<file path="src/hng_pkg.sv">
`timescale 1ns / 1ps
// Shared widths, reset values, register indexes and pipeline payload types
// for the height-map normal generator. No dependencies.
package hng_pkg;

  localparam int GRID_W       = 11;
  localparam int GAIN_W       = 24;
  localparam int HEIGHT_W     = 16;
  localparam int SAMPLE_W     = HEIGHT_W + 1;
  localparam int POS_W        = 10;
  localparam int NORM_W       = 16;
  localparam int CFG_IDX_W    = 2;
  localparam int DIFF_W       = 17;
  localparam int PROD_W       = 41;
  localparam int SLOPE_W      = 32;
  localparam int MAG_W        = SLOPE_W - 1;
  localparam int SQ_W         = 2 * MAG_W;
  localparam int RAD_W        = 64;
  localparam int ROOT_W       = 32;
  localparam int SQ_REM_W     = ROOT_W + 2;
  localparam int FRAC_W       = 14;
  localparam int Q_W          = FRAC_W + 1;
  localparam int DIV_W        = ROOT_W + FRAC_W;
  localparam int IN_DATA_W    = 16;
  localparam int OUT_DATA_W   = 72;
  localparam int MAX_GRID_DEF = 1024;

  localparam logic [GRID_W-1:0] GRID_RESET = 11'd128;
  localparam logic [GAIN_W-1:0] GAIN_RESET = 24'd162560;

  typedef enum logic [CFG_IDX_W-1:0] {
    REG_GRID_SIZE  = 2'd0,
    REG_SLOPE_GAIN = 2'd1
  } cfg_reg_t;

  typedef struct packed {
    logic [POS_W-1:0] col;
    logic [POS_W-1:0] row;
    logic [POS_W-1:0] own_row;
    logic             own;
    logic             zero;
  } side_t;

  typedef struct packed {
    logic signed [SLOPE_W-1:0] sx;
    logic signed [SLOPE_W-1:0] sy;
    side_t                     side;
  } sq_item_t;

endpackage

</file>
<file path="src/hng_div.sv">
`timescale 1ns / 1ps
// Pipelined restoring divider, one quotient bit per stage; the quotient is
// known to fit in Q_W bits. Depends on hng_pkg.
module hng_div (
  input  logic                        clk,
  input  logic                        en,
  input  logic [hng_pkg::DIV_W-1:0]   num,
  input  logic [hng_pkg::ROOT_W-1:0]  den,
  output logic [hng_pkg::Q_W-1:0]     quo
);
  import hng_pkg::*;

  logic [DIV_W-1:0]  rem      [Q_W];
  logic [DIV_W-1:0]  rem_src  [Q_W];
  logic [DIV_W-1:0]  rem_next [Q_W];
  logic [ROOT_W-1:0] dq       [Q_W];
  logic [ROOT_W-1:0] dq_src   [Q_W];
  logic [Q_W-1:0]    q        [Q_W];
  logic [Q_W-1:0]    q_src    [Q_W];
  logic [Q_W-1:0]    q_next   [Q_W];

  always_comb begin
    rem_src[0] = num;
    dq_src[0]  = den;
    q_src[0]   = '0;
    for (int k = 1; k < Q_W; k++) begin
      rem_src[k] = rem[k-1];
      dq_src[k]  = dq[k-1];
      q_src[k]   = q[k-1];
    end
  end

  always_comb begin : step
    logic [DIV_W-1:0] trial;
    logic             ge;
    for (int k = 0; k < Q_W; k++) begin
      trial = {{(DIV_W - ROOT_W){1'b0}}, dq_src[k]} << (Q_W - 1 - k);
      ge    = (rem_src[k] >= trial);
      rem_next[k] = ge ? rem_src[k] - trial : rem_src[k];
      q_next[k]   = {q_src[k][Q_W-2:0], ge};
    end
  end

  always_ff @(posedge clk) begin
    if (en) begin
      for (int k = 0; k < Q_W; k++) begin
        rem[k] <= rem_next[k];
        dq[k]  <= dq_src[k];
        q[k]   <= q_next[k];
      end
    end
  end

  assign quo = q[Q_W-1];

endmodule

</file>
<file path="config.mk">
export PLATFORM = sky130hd
export DESIGN_NAME = hng_div
export DESIGN_NICKNAME = d
export VERILOG_FILES = /design/src/hng_pkg.sv /design/src/hng_div.sv
export SDC_FILE = /design/constraint.sdc
export NUM_CORES = 2
export LEC_CHECK = 0
export BUFFER_PORTS_ARGS = -buffer_cell sky130_fd_sc_hd__clkbuf_2
export CAP_MARGIN = 20
export CORE_MARGIN = 1
export CORE_UTILIZATION = 45
export DETAILED_ROUTE_END_ITERATION = 8
export PLACE_DENSITY = 0.69
export REMOVE_ABC_BUFFERS = 1
export SYNTH_ARGS = -nofsm -noshare
export SYNTH_HDL_FRONTEND = slang
export SYNTH_SLANG_ARGS = --single-unit
</file>
<file path="constraint.sdc">
create_clock -name clk -period 6.05 [get_ports clk]
set_input_delay 1.21 -clock clk [delete_from_list [all_inputs] [get_ports clk]]
set_output_delay 1.21 -clock clk [all_outputs]
set_load 0.05 [all_outputs]
</file>
# --- After elaboration in Yosys (flattened, before gate mapping) ---
# Memories as Yosys holds them, arrays and structs flattened.
# Index checks and enable logic that the tools add are counted.
op_classes:
  order_cmp: 15
  n_addsub: 15
  n_mux: 17
ops:
  columns: ["op", "n"]
  rows:
  - ["46-bit 2-to-1 mux", 15]
  - ["46-bit by 32-bit greater-or-equal comparator with 1-bit output", 1]
  - ["46-bit by 33-bit greater-or-equal comparator with 1-bit output", 1]
  - ["46-bit by 34-bit greater-or-equal comparator with 1-bit output", 1]
  - ["46-bit by 35-bit greater-or-equal comparator with 1-bit output", 1]
  - ["46-bit by 36-bit greater-or-equal comparator with 1-bit output", 1]
  - ["46-bit by 37-bit greater-or-equal comparator with 1-bit output", 1]
  - ["46-bit by 38-bit greater-or-equal comparator with 1-bit output", 1]
  - ["46-bit by 39-bit greater-or-equal comparator with 1-bit output", 1]
  - ["46-bit by 40-bit greater-or-equal comparator with 1-bit output", 1]
  - ["46-bit by 41-bit greater-or-equal comparator with 1-bit output", 1]
  - ["46-bit by 42-bit greater-or-equal comparator with 1-bit output", 1]
  - ["46-bit by 43-bit greater-or-equal comparator with 1-bit output", 1]
  - ["46-bit by 44-bit greater-or-equal comparator with 1-bit output", 1]
  - ["46-bit by 45-bit greater-or-equal comparator with 1-bit output", 1]
  - ["46-bit greater-or-equal comparator", 1]
  - ["46-bit by 32-bit subtractor with 46-bit output", 1]
  - ["46-bit by 33-bit subtractor with 46-bit output", 1]
  - ["46-bit by 34-bit subtractor with 46-bit output", 1]
  - ["46-bit by 35-bit subtractor with 46-bit output", 1]
  - ["46-bit by 36-bit subtractor with 46-bit output", 1]
  - ["46-bit by 37-bit subtractor with 46-bit output", 1]
  - ["46-bit by 38-bit subtractor with 46-bit output", 1]
  - ["46-bit by 39-bit subtractor with 46-bit output", 1]
  - ["other kinds (8)", 9]
word_totals:
  mem_bits_rw: 1395
  memories: 3
  ff_bits: 0
mem_list:
  columns: ["memory", "depth", "word_bits", "read_ports", "rd_ports_with_merged_regs", "write_ports", "line", "rtl"]
  rows:
  - ["rem", 15, 46, 14, 0, 15, "hng_div.sv:13", "logic [DIV_W-1:0] rem [Q_W];"]
  - ["dq", 15, 32, 14, 0, 15, "hng_div.sv:16", "logic [ROOT_W-1:0] dq [Q_W];"]
  - ["q", 15, 15, 15, 0, 15, "hng_div.sv:18", "logic [Q_W-1:0] q [Q_W];"]

# --- Logic depth before layout (Yosys ltp) ---
# An unclocked memory read counts as a cell.
logic_depth:
  depth_word: 3
  mapped_depth: 15
  mapped_depth_nobuf: 15

# --- Least setup slack after synthesis ---
# Ideal clock, no wire load.
synth_timing:
  kind: "input to register"
  from: "input num[14] (netlist name)"
  to: "memory rem[0][17] (netlist name), data pin"
  path_slack_ns: 1.828
  required_time_ns: 5.790
  n_path_buf: 1
  arrival_time_ns: 3.962
  stages: 15
  cell_sequence: "inv_1 ha_1 inv_1 fa_1 a211oi_1 o21bai_1 a21o_1 a21oi_1 o31a_1 o31ai_1 a21o_1 a31oi_1 o21ai_1 buf_2 mux2_2"
synth_lines:
  columns: ["element", "line", "rtl"]
  rows:
  - ["start: declaration", "hng_div.sv:7", "input logic [hng_pkg::DIV_W-1:0] num,"]
  - ["end: declaration", "hng_div.sv:13", null]

==> results.sh <==
export IMPL_setup_violations_final=0
export IMPL_drt_iter0_drc=3091
export IMPL_post_cts_buffers=0
export IMPL_slowest_stage="nor3_1"
export IMPL_fin_crit_ps=4550
export IMPL_hp_start="q[1][48]"
export IMPL_wl_met2_mm=76.8
export IMPL_worst_ep_required_time_ps=6550
export IMPL_grt_overflow_total=0
export IMPL_leakagePower_uw=0.0303
export IMPL_crit_path_start_kind="flip-flop"
export IMPL_cts_hold_buf=0
export IMPL_peakVddDrop_mv=0.319
export IMPL_rr_worst_depth=12
export IMPL_fp_dieH_um=394
export IMPL_grt_use_total=0.189
export IMPL_wl_per_cell_um=17.3
export IMPL_die_width_um=394
export IMPL_htree_levels=4
export IMPL_place_detailed_hpwl_mm=112
export IMPL_cp_end_kind="flip-flop"
export IMPL_top_layer="met4"
export IMPL_worstMarginPinSlew_ps=1130
export IMPL_finalHoldViolCount=0
export IMPL_cts_resized=0
export IMPL_crit_buf_inv=1
export IMPL_timing_rr_end="rem[1][229]"
export IMPL_drtPass1Iterations=9
export IMPL_synth_top_flop_cell="edfxtp_1"
export IMPL_crit_path_max_incr_delay_ps=640
export IMPL_fillers=13237
export IMPL_coreArea_um2=152000
export IMPL_whs_endpoint="q[1][64]"
export IMPL_dieArea_um2=155000
export IMPL_grt_max_degree=149
export IMPL_seq_area_frac_synth=0.527
export IMPL_ys_types=93
export IMPL_violations="design-rule violations"
export IMPL_yosys_area_top_type="edfxtp_1"
export IMPL_yosys_warnings=0
export IMPL_io_pins=95
export IMPL_fin_util=0.502
export IMPL_avgSynthCellArea_um2=10.9
export IMPL_grt_pass1_wl_mm=238
export IMPL_holdPathStages=0
export IMPL_synth_top_area_frac=0.527
export IMPL_rsz0062_at_grt="no"
export IMPL_clk_pin_slew_ps=60
export IMPL_vias=46682
export IMPL_cp_max_fo=54
export IMPL_final_cell_mix="edfxtp_1, inv_1, nand2_1, o21ai_0, ha_1"
export IMPL_crit_chain="ha_1 -> nand2_1 -> nor3_1 -> nand3_1 -> nor4_1 -> nand4_1 -> and3_1 -> nand3_2 -> buf_4 -> nand3b_1 -> nor4b_1 -> xor2_1"
export IMPL_drt_wl_total_mm=148
export IMPL_reg2reg_from="rem[1][145]"
export IMPL_fin_worst_skew_ps=25.4
export IMPL_area_growth_pct=10.5
export IMPL_cts_tree="done"
export IMPL_start_util=0.454
export IMPL_std_cell_rows=143
export IMPL_grt_pass1_vias=47326
export IMPL_routed_via_density=5.45
export IMPL_drc=2
export IMPL_ys_top_cells_by_area="edfxtp_1, ha_1, o21ai_0"
export IMPL_nNetsFinal=7001
export IMPL_r2r_slack_ps=1500
export IMPL_path_class="reg -> reg"
export IMPL_synthCells=6342
export IMPL_relSlewSlack=0.231
export IMPL_ys_async_sr_fraction=0
export IMPL_p_per_area_nw_per_um2=479
export IMPL_drive_gt1_frac=0.0733
export IMPL_fin_total_pwr_uw=36600
export IMPL_drv_cap=0
export IMPL_final_common_cell="edfxtp_1"
export IMPL_cts_root_buf="clkbuf_16"
export IMPL_antenna_found_initial=0
export IMPL_path_depth=12
export IMPL_critPathArrivalTime_ps=5050
export IMPL_ys_ff_latch=1212
export IMPL_syn_cell_area_um2=69100
export IMPL_crit_family="simple AND/OR/NAND/NOR gates"
export IMPL_synth_edf_count=1212
export IMPL_maxSlewViolCount=0
export IMPL_tns_ps=0
export IMPL_status="finished, violations left"
export IMPL_ant_nets=0
export IMPL_wl_met3_mm=4.79
export IMPL_max_freq_mhz=220
export IMPL_port_buffers=94
export IMPL_cts_sinks=1212
export IMPL_fin_crit_sh=0.752
export IMPL_insertion_delay_ps=780
export IMPL_cts_buffer_depth=3
export IMPL_holdCritPathClass="reg -> reg"
export IMPL_wl_met1_mm=56.6
export IMPL_cts_made_buffers=140
export IMPL_place_congestion=0.934
## per-layer routing
layer  GRT usage  up-vias
met1       0.195    21765
met5           0        -
met3      0.0267      434
met4       0.121        0
met2       0.355     1075
li1            -    23408
## registers in the layout, summed over array words and instances, names as in the netlist
register,flops
q,120
dq,448
rem,644
## layout make-up
| cell class | count | area [um2] | area share |
|---|---|---|---|
| repair buffers | 131 | 858 | 0.0112 |
| inverters | 617 | 2320 | 0.0303 |
| flip-flops and latches | 1212 | 36400 | 0.477 |
| clock buffers | 159 | 3570 | 0.0468 |
| multi-input cells | 4325 | 29700 | 0.389 |
| well taps | 2030 | 2540 | 0.0333 |
| diodes | 1 | 2.50 | 0.0000328 |
| clock inverters | 93 | 990 | 0.0130 |
## cell usage after synthesis (15+ instances only)
cell type and instances:
a211oi_1 48, a21o_1 262, a21oi_1 477, a31oi_1 55, and2_1 20, and3_1 44, buf_2 34, buf_4 16
clkbuf_1 130, edfxtp_1 1212, ha_1 480, inv_1 614, mux2_2 86, nand2_1 542, nand2b_1 60, nand3_1 100
nand4_1 96, nor2_1 342, nor2b_1 60, nor3_1 108, nor4_1 55, o211ai_1 26, o21a_1 58, o21ai_0 499
o21bai_1 55, o31a_1 20, o31ai_1 31, or2_2 15, or3_1 30, xnor2_1 266, xor2_1 206
## logic make-up after synthesis
family                   after synthesis  synth area share
buffers and inverters                805            0.0454
AO/OA/AOI/OAI                       1701             0.153
adder cells (fa/ha/maj)              494            0.0910
flip-flops                          1212             0.527
multiplexers                          96            0.0155
AND/OR/NAND/NOR                     1562             0.109
XOR/XNOR                             472            0.0598
## how the worst max path moves through the flow
stage | start | end | slack (ps)
floorplan | rem[1][50] | rem[1][134] | 270
global placement | den[16] | rem[0][15] | 860
detailed placement | den[16] | rem[0][44] | 870
CTS | rem[0][58] | rem[0][130] | 1470
global route | dq[1][96] | rem[1][229] | 1300
finish | rem[1][145] | rem[1][229] | 1500
## power by group
group	leakage (uW)	internal (uW)	switching [uW]
logic	0.0164	6320	8590
registers	0.0118	12200	1180
clock network	0.00220	4850	3440
## per-stage QoR
| step | area (um2) | cells | worst slack [ps] | hold WS, ps |
|---|---|---|---|---|
| 4_1_cts | 76300 | 8566 | 1470 | 404 |
| 3_5_place_dp | 71800 | 8314 | 873 | 405 |
| 5_1_grt | 76300 | 8567 | 1300 | 418 |
| 2_1_floorplan | 68300 | 6154 | 274 | 400 |
| 3_3_place_gp | 71700 | 8314 | 861 | 400 |
| 6_report | 76300 | 8568 | 1500 | 413 |
Power figures use the tool's default switching activity.
